<file path="config.mk">
export PLATFORM = sky130hd
export DESIGN_NAME = jls_sweep_seq
export DESIGN_NICKNAME = d
export VERILOG_FILES = /design/src/rtl/jls_pkg.sv /design/src/rtl/jls_sweep_seq.sv
export SDC_FILE = /design/constraint.sdc
export NUM_CORES = 1
export LEC_CHECK = 0
export ABC_CLOCK_PERIOD_IN_PS = 5600
export BUFFER_PORTS_ARGS = -buffer_cell sky130_fd_sc_hd__buf_2
export CORE_MARGIN = 4
export CORE_UTILIZATION = 35
export DETAILED_ROUTE_END_ITERATION = 10
export RECOVER_POWER = 50
export SLEW_MARGIN = 10
export SYNTH_ARGS = -nofsm -noshare
export SYNTH_HDL_FRONTEND = slang
export SYNTH_SLANG_ARGS = --single-unit
</file>
<file path="constraint.sdc">
create_clock -name clk -period 5.6 [get_ports clk]
set_clock_uncertainty 0.2 [all_clocks]
set_input_delay 0.28 -clock clk [delete_from_list [all_inputs] [get_ports clk]]
set_output_delay 0.28 -clock clk [all_outputs]
set_load 0.01 [all_outputs]
</file>
<file path="src/rtl/jls_pkg.sv">
// Shared types, codes and constants of the Jacobi Laplace grid solver.
package jls_pkg;

  localparam int SIDE_W     = 7;
  localparam int IDX_W      = 6;
  localparam int VAL_W      = 23;
  localparam int SWEEP_W    = 16;
  localparam int SUM_W      = VAL_W + 2;
  localparam int APB_ADDR_W = 3;
  localparam int APB_DATA_W = 32;

  localparam int                   DEF_MAX_SIDE    = 64;
  localparam logic [SIDE_W-1:0]    DEF_GRID_SIDE   = 7'd64;
  localparam logic [SWEEP_W-1:0]   DEF_SWEEP_COUNT = 16'd3001;
  localparam logic [VAL_W-1:0]     VAL_MAX         = 23'd6553600;

  typedef enum logic [1:0] {
    KIND_WRITE = 2'd0,
    KIND_SOLVE = 2'd1,
    KIND_READ  = 2'd2
  } kind_t;

  typedef enum logic {
    REG_GRID_SIDE   = 1'b0,
    REG_SWEEP_COUNT = 1'b1
  } reg_idx_t;

  typedef enum logic [2:0] {
    ST_IDLE,
    ST_SWEEP,
    ST_SWEEP_END,
    ST_COPY,
    ST_COPY_END,
    ST_FINISH
  } seq_state_t;

  typedef struct packed {
    logic [1:0]       kind;
    logic [IDX_W-1:0] row;
    logic [IDX_W-1:0] column;
    logic [VAL_W-1:0] cell_value;
  } jls_cmd_t;

  typedef struct packed {
    logic [VAL_W-1:0] cell_value_res;
    logic             solve_done;
  } jls_rsp_t;

  typedef struct packed {
    logic              idle;
    logic              rd_ns;
    logic              rd_we;
    logic              cp_rd;
    logic              fin;
    logic [SIDE_W-1:0] row;
    logic [SIDE_W-1:0] col;
  } seq_ctl_t;

endpackage

</file>
<file path="src/rtl/jls_sweep_seq.sv">
// Solve sequencer: walks the interior cells for each sweep and copy pass.
module jls_sweep_seq (
  input  logic                           clk,
  input  logic                           rst,
  input  logic                           start,
  input  logic [jls_pkg::SIDE_W-1:0]     side,
  input  logic [jls_pkg::SWEEP_W-1:0]    sweeps,
  input  logic                           fin_ack,
  output jls_pkg::seq_ctl_t              ctl
);
  import jls_pkg::*;

  seq_state_t         state, state_next;
  logic [SIDE_W-1:0]  row, row_next;
  logic [SIDE_W-1:0]  col, col_next;
  logic [SWEEP_W-1:0] swept, swept_next;
  logic               phase, phase_next;
  logic [SIDE_W-1:0]  inner_max;
  logic               last_col, last_row, last_cell, no_work;
  logic [SWEEP_W-1:0] swept_inc;

  assign inner_max = side - SIDE_W'(2);
  assign last_col  = (col == inner_max);
  assign last_row  = (row == inner_max);
  assign last_cell = last_col && last_row;
  assign no_work   = (side < SIDE_W'(3)) || (sweeps == '0);
  assign swept_inc = swept + SWEEP_W'(1);

  always_comb begin
    state_next = state;
    row_next   = row;
    col_next   = col;
    swept_next = swept;
    phase_next = phase;
    unique case (state)
      ST_IDLE: begin
        if (start) begin
          row_next   = SIDE_W'(1);
          col_next   = SIDE_W'(1);
          phase_next = 1'b0;
          swept_next = '0;
          state_next = no_work ? ST_FINISH : ST_SWEEP;
        end
      end
      ST_SWEEP: begin
        phase_next = ~phase;
        if (phase) begin
          if (last_col) begin
            col_next = SIDE_W'(1);
            row_next = last_row ? SIDE_W'(1) : row + SIDE_W'(1);
          end else begin
            col_next = col + SIDE_W'(1);
          end
          if (last_cell) begin
            state_next = ST_SWEEP_END;
          end
        end
      end
      ST_SWEEP_END: begin
        state_next = ST_COPY;
      end
      ST_COPY: begin
        if (last_col) begin
          col_next = SIDE_W'(1);
          row_next = last_row ? SIDE_W'(1) : row + SIDE_W'(1);
        end else begin
          col_next = col + SIDE_W'(1);
        end
        if (last_cell) begin
          state_next = ST_COPY_END;
        end
      end
      ST_COPY_END: begin
        swept_next = swept_inc;
        state_next = (swept_inc == sweeps) ? ST_FINISH : ST_SWEEP;
      end
      ST_FINISH: begin
        if (fin_ack) begin
          state_next = ST_IDLE;
        end
      end
      default: begin
        state_next = ST_IDLE;
      end
    endcase
  end

  always_comb begin
    ctl       = '0;
    ctl.idle  = (state == ST_IDLE);
    ctl.rd_ns = (state == ST_SWEEP) && !phase;
    ctl.rd_we = (state == ST_SWEEP) && phase;
    ctl.cp_rd = (state == ST_COPY);
    ctl.fin   = (state == ST_FINISH);
    ctl.row   = row;
    ctl.col   = col;
  end

  always_ff @(posedge clk) begin
    if (rst) begin
      state <= ST_IDLE;
      row   <= '0;
      col   <= '0;
      swept <= '0;
      phase <= 1'b0;
    end else begin
      state <= state_next;
      row   <= row_next;
      col   <= col_next;
      swept <= swept_next;
      phase <= phase_next;
    end
  end

endmodule

</file>
==> summary.md, run 1 <==
| Metric | Value |
|---|---|
| Outcome | `complete, but fails checks` |
| Failing checks | `max-capacitance violations, max-slew violations` |
| Worst VDD drop | `0.0000758 V` |
| Synth Area per Inst | `approximately 7.6 µm²` |
| Netlist cell types | `54` |
| First-pass GRT wire length | `approximately 12 mm` |
| Fin nets | `416` |
| P&R area growth vs syn | `10.6%` |
| Hold Slack | `0.187 ns` |
| Worst-path fanout max | `17` |
| Htree depth | `2` |
| Drt wl/cell | `between 15 and 20 µm` |
| Setup violators final | `0` |
| Clock buffer count from CTS | `5` |
| Post-synthesis sequential area ratio | `0.249` |
| F_max | `323 MHz` |
| Crit path launch type | `flip-flop` |
| Ys Warns | `0` |
| Final min period | `between 3 and 4 ns` |
| WL met1 | `3.43 mm` |
| Setup ws final | `between 2 and 3 ns` |
| Syn nets | `394` |
| Cell internal pwr | `between 0.0003 and 0.0004 W` |
| Final ANT Viol Nets | `0` |
| CP arrival | `3.11 ns` |
| Combinational Power Share | `0.152` |
| Total track usage | `0.165` |
| Clock network power share | `0.371` |
| Core area | `0.00741 mm²` |
| Clk root buf | `clkbuf_8` |
| P_sw | `0.000150 W` |
| TritonCTS clock tree | `done` |
| Final Cycle Share | `0.553` |
| Worst slew pin tran | `about 1.6 ns` |
| Final HPWL DP | `5.36 mm` |
| Postcts setup bufs | `0` |
| WP data required | `between 5 and 6 ns` |
| Ys flop type | `dfxtp_1` |
| Flop pwr share | `0.477` |
| # port buffers | `45` |
| Worst-skew pair later-pin latency | `0.29 ns` |
| Total of max-cap violations | `1` |
| Post-Route Setup TNS | `0 ns` |
| Grt total ovfl | `0` |
| Uppermost layer routed | `met4` |
| Reg2Reg Depth | `6` |
| Die Wd | `96.4 µm` |
| Final-report hold violation count | `0` |
| Synthesized flop and latch total | `34` |
| Layout cell share with drive strength beyond 1 | `0.112` |
| R2r setup slk | `2.50 ns` |
| DR WL met2 | `between 3 and 4 mm` |
| Class of the worst hold path | `in -> reg` |
| Post_cts resized | `0` |
| Die Y-Extent | `96.4 µm` |
| Drt via density | `5.82` |
| Crit path capture | `state[2]` |
| Post-Syn Instances | `roughly 360` |
| Power Density | `around 170 mW/mm²` |
| First-pass DRT Iterations | `4` |
| Hold buffer count at CTS | `0` |
| Die area | `between 0.009 and 0.01 mm²` |
| Final Wtd Congestion | `0.874` |
| Drt total wl | `7.43 mm` |
| Fill count | `777` |
| Sink Count | `34` |
| Vias | `2815` |
| DR iter-0 viols | `218` |
| Reg clk slew, reported paths | `approximately 0.080 ns` |
| Initial Util | `0.369` |
| Number of global-route vias before repair | `2550` |
| Critical path type | `reg -> reg` |
| IO Count | `46` |
| R2R Path End | `state[2]` |
| Largest net degree at the start of global routing | `30` |
| Max clock buf depth | `2` |
| Max-slew violations | `15` |
| Row count | `31` |
| Pre-CTS setup slack | `2.55 ns` |
| Static Leak | `1.07 nW` |
| Ant diodes | `0` |
| FF-to-FF Start | `state[2]` |
| RSZ-0062 raised after global routing | `no` |
| Metal3 WL | `477 µm` |
| Finished Cell Area | `0.00302 mm²` |
| Sw frac | `0.285` |
| Number of synthesized flops with an enable pin | `0` |
| Post-route core utilization | `0.408` |
| Rel. slew slack | `-0.0708` |
| Cell Area, Placed | `around 0.0030 mm²` |
| CP endpoint kind | `flip-flop` |
| Cell Area, Synth | `0.00274 mm²` |
| Post-route DRC violation count | `0` |
| Initial antenna violation count | `0` |
| Asr flop ratio synth | `0` |
| CP Launch Point | `state[2]` |
[worst max-delay path, cell delays in order, from the launching register on]
cell,delay (ns)
dfxtp_1,0.62
or3b_1,0.67
nor3_2,0.27
nand4_1,0.11
or4b_1,0.49
or4_1,0.42
a211oi_1,0.23
[cells by family (layout without fill, tap and decap cells)]
| group | count (synthesis) | in the layout | share of synthesized area |
|---|---|---|---|
| AOI/OAI and AO/OA | 91 | 91 | 0.223 |
| xor gates and xnor gates | 36 | 36 | 0.126 |
| adders and majority gates | 5 | 5 | 0.0229 |
| buffers and inverters | 38 | 61 | 0.0595 |
| DFF | 34 | 34 | 0.249 |
| muxes | 2 | 2 | 0.00732 |
| and+or+nand+nor | 156 | 156 | 0.312 |
[synth_stat cells (all sizes together) (2+ instances only)]
library cell | instances | area, µm²
o21ai | 17 | 85.1
nor3 | 12 | 65.1
nand4 | 12 | 75.1
a31oi | 13 | 81.3
xor2 | 15 | 131
a2111o | 2 | 22.5
or3b | 6 | 52.6
nor2 | 30 | 113
nor2b | 2 | 12.5
nor4 | 11 | 68.8
a2111oi | 4 | 53.8
nand2b | 4 | 25.0
nand3b | 2 | 15.0
xnor2 | 19 | 166
mux2i | 2 | 20.0
ha | 5 | 62.6
o21a | 3 | 22.5
buf | 9 | 53.8
a21oi | 27 | 139
clkbuf | 21 | 78.8
o22ai | 3 | 18.8
and3 | 13 | 81.3
nand2 | 27 | 101
dfxtp | 34 | 681
or4 | 6 | 45.0
and4 | 4 | 35.0
and2 | 2 | 12.5
a311oi | 4 | 35.0
inv | 8 | 30.0
a211oi | 6 | 45.0
nand3 | 12 | 60.1
o211a | 3 | 30.0
or3 | 9 | 56.3
[power groups by stage]
stage                     Sequential [W]  Combinational, W  Clock (W)
after CTS                       0.000251         0.0000809   0.000202
after global routing            0.000252         0.0000901   0.000216
after global placement          0.000256         0.0000801          0
after detailed placement        0.000257         0.0000803          0
final                           0.000251         0.0000802   0.000195
after floorplan                 0.000254         0.0000556          0
[state kept, by name, indices dropped and copies added, names as in the netlist]
| signal | flops |
|---|---|
| col | 7 |
| swept | 16 |
| phase | 1 |
| state | 3 |
| row | 7 |
[cells in the final DEF (no fill, tap or decap), types with 6 or more instances in the layout]
master	netlist	layout
a211oi_1	6	6
a21oi_1	26	26
a31oi_1	13	13
and3_1	13	13
buf_2	7	27
clkbuf_1	21	18
clkbuf_8	0	6
dfxtp_1	34	34
inv_1	8	8
nand2_1	27	27
nand3_1	12	12
nand4_1	12	12
nor2_1	30	30
nor3_1	11	11
nor4_1	11	11
o21ai_0	17	17
or3_1	9	9
or4_1	6	6
xnor2_1	19	19
xor2_1	15	15
[layer usage]
metal / vias to the layer above / GRT usage
li1: 1396 / -
met1: 1339 / 0.211
met2: 74 / 0.281
met3: 6 / 0.0403
met4: 0 / 0.0327
met5: - / 0
[how the worst min path moves through the flow]
stage | startpoint | end | slack (ns) | cells after the start
floorplan | swept[10] | swept[10] | 0.26 | 2
global placement | row[6] | row[6] | 0.28 | 1
detailed placement | row[6] | row[6] | 0.29 | 1
CTS | fin_ack | state[0] | 0.18 | 3
global route | fin_ack | state[0] | 0.18 | 3
finish | fin_ack | state[0] | 0.19 | 3
[metrics by stage]
| stage | power, W | cells |
|---|---|---|
| 2_1_floorplan | 0.000310 | 362 |
| 3_3_place_gp | 0.000336 | 476 |
| 3_5_place_dp | 0.000337 | 476 |
| 4_1_cts | 0.000534 | 484 |
| 5_1_grt | 0.000558 | 484 |
| 6_report | 0.000527 | 484 |
[final cells by class]
type / instances / area, µm² / share of cell area
clock inverter: 2 / 12.5 / 0.00414
clock buffer: 6 / 82.6 / 0.0273
sequential: 34 / 681 / 0.225
inverter: 8 / 30.0 / 0.00993
tap: 99 / 124 / 0.0410
multi-input combinational: 290 / 1890 / 0.626
timing repair buffer: 45 / 203 / 0.0670
Power figures use the tool's default switching activity.
==> inputs of run 2 (changes only) <==
ABC_CLOCK_PERIOD_IN_PS = 2600   (was 5600)
clock period = 2.6 ns   (was 5.6 ns; I/O delays follow)
==> summary.md, run 2 (same netlist as run 1, synthesis figures left out) <==
| Metric | Value |
|---|---|
| WP data required | `2.61 ns (was 5.61 ns)` |
| CP arrival | `2.54 ns (was 3.11 ns)` |
| Top reg by flops | `swept (unchanged)` |
| IO Count | `46 (unchanged)` |
| Total track usage | `0.177 (was 0.165)` |
| Critical path type | `reg -> reg (unchanged)` |
| Final HPWL DP | `5.91 mm (was 5.36 mm)` |
| Clk root buf | `clkbuf_8 (unchanged)` |
| Drt via density | `5.69 (was 5.82)` |
| Vias | `2921 (was 2815)` |
| Worst VDD drop | `0.000201 V (was 0.0000758 V)` |
| Ant diodes | `0 (unchanged)` |
| Total of max-cap violations | `0 (was 1)` |
| Number of global-route vias before repair | `2762 (was 2550)` |
| First-pass GRT wire length | `13.0 mm (was 12.2 mm)` |
| Drt wl/cell | `15.2 µm (was 15.4 µm)` |
| Max-slew violations | `0 (was 15)` |
| RSZ-0062 raised after global routing | `no (unchanged)` |
| Core area | `0.00741 mm² (unchanged)` |
| Static Leak | `1.24 nW (was 1.07 nW)` |
| Initial antenna violation count | `0 (unchanged)` |
| Clock buffer count from CTS | `5 (unchanged)` |
| DR iter-0 viols | `187 (was 218)` |
| Die Wd | `96.4 µm (unchanged)` |
| First-pass DRT Iterations | `4 (unchanged)` |
| Top Registers | `swept (16), col (7), row (7) (unchanged)` |
| Number of flip-flops in the largest register | `16 (unchanged)` |
| Post-Route Setup TNS | `0 ns (unchanged)` |
| Final Cycle Share | `0.972 (was 0.553)` |
| Final-report hold violation count | `0 (unchanged)` |
| Die Y-Extent | `96.4 µm (unchanged)` |
| Post-route DRC violation count | `0 (unchanged)` |
| F_max | `396 MHz (was 323 MHz)` |
| Final min period | `2.53 ns (was 3.10 ns)` |
| Die area | `0.00929 mm² (unchanged)` |
| Worst slew pin tran | `0.772 ns (was 1.59 ns)` |
| Sink Count | `34 (unchanged)` |
| Final Wtd Congestion | `0.863 (was 0.874)` |
| Post-route core utilization | `0.445 (was 0.408)` |
| Most common cell after layout, fill and taps aside | `dfxtp_1 (unchanged)` |
| Grt total ovfl | `0 (unchanged)` |
| Max clock buf depth | `2 (unchanged)` |
| Htree depth | `2 (unchanged)` |
| Drt total wl | `7.80 mm (was 7.43 mm)` |
| Largest net degree at the start of global routing | `29 (was 30)` |
| Row count | `31 (unchanged)` |
| Reg clk slew, reported paths | `0.07 ns (was 0.08 ns)` |
| Outcome | `finished, final reports clean (was complete, but fails checks)` |
| Setup violators final | `0 (unchanged)` |
| Commonest cells after routing, fill and taps aside | `32 x dfxtp_1, 30 x nor2_1, 30 x buf_2 (was 34 x dfxtp_1, 30 x nor2_1, 27 x nand2_1, 27 x buf_2, 26 x a21oi_1)` |
| Rel. slew slack | `0.479 (was -0.0708)` |
| Initial Util | `0.369 (unchanged)` |
| Worst-skew pair later-pin latency | `0.29 ns (about the same)` |
| Worst-path fanout max | `7 (was 17)` |
| P&R area growth vs syn | `20.5% (was 10.6%)` |
| CP endpoint kind | `flip-flop (unchanged)` |
| Power Density | `376 mW/mm² (was 174 mW/mm²)` |
| Crit path launch type | `flip-flop (unchanged)` |
| Fin nets | `446 (was 416)` |
| # port buffers | `45 (unchanged)` |
| Layout cell share with drive strength beyond 1 | `0.196 (was 0.112)` |
| TritonCTS clock tree | `done (unchanged)` |
| Cell Area, Placed | `0.00318 mm² (was 0.00296 mm²)` |
| Final ANT Viol Nets | `0 (unchanged)` |
| Class of the worst hold path | `in -> reg (unchanged)` |
| Finished Cell Area | `0.00330 mm² (was 0.00302 mm²)` |
| Fill count | `762 (was 777)` |
-- run 2: final timing paths --
kind / cells after the start / end / slack [ns] / from
worst max register to register: 6 / state[2] / 0.07 / swept[4]
worst min register to register: 1 / row[6] / 0.30 / row[6]
worst max-delay path: 6 / state[2] / 0.07 / swept[4]
worst min-delay path: 3 / state[0] / 0.05 / fin_ack
-- run 2: timing repair --
item                       in CTS  in global routing
hold buffers                    0                  0
setup endpoints to repair       0                  1
buffers inserted                0                  0
resized for setup               0                 14
-- run 2: layer usage --
| metal | share of wire | vias to the layer above | GRT usage | wire length, µm |
|---|---|---|---|---|
| met5 | 0 | - | 0 | 0 |
| met4 | 0.013 | 0 | 0.0666 | 98 |
| met3 | 0.045 | 9 | 0.0271 | 354 |
| met2 | 0.49 | 68 | 0.309 | 3800 |
| met1 | 0.45 | 1394 | 0.218 | 3540 |
| li1 | - | 1450 | - | - |
-- run 2: layout make-up --
cell class | count | area (µm²) | share of cell area
multi-input combinational | 290 | 1940 | 0.587
tap | 99 | 124 | 0.0376
timing repair buffer | 75 | 410 | 0.124
clock inverter | 1 | 30.0 | 0.00911
sequential | 34 | 683 | 0.207
clock buffer | 6 | 82.6 | 0.0250
inverter | 8 | 30.0 | 0.00911
-- run 2: metrics by stage --
stage	hold WS (ns)	worst slack [ns]	total power, W	instances
after detailed placement	0.277	-0.0225	0.000746	506
after global placement	0.274	0.0589	0.000744	506
after CTS	0.0375	0.00159	0.00126	513
after floorplan	0.174	0.00224	0.000667	362
after global routing	0.0532	0.00324	0.00130	513
final	0.0521	0.0740	0.00124	513
-- run 2: critical path: stages, from the launching register on --
cell and delay [ns]:
dfxtp_1 0.45, and3_2 0.30, and4_1 0.26, a21oi_1 0.08
or4b_1 0.52, or4_4 0.44, a211oi_2 0.22
-- run 2: power by group --
part | switching, W | internal (W)
Combinational | 0.000113 | 0.0000842
Sequential | 0.00000780 | 0.000527
Clock | 0.000200 | 0.000307
Total | 0.000321 | 0.000918
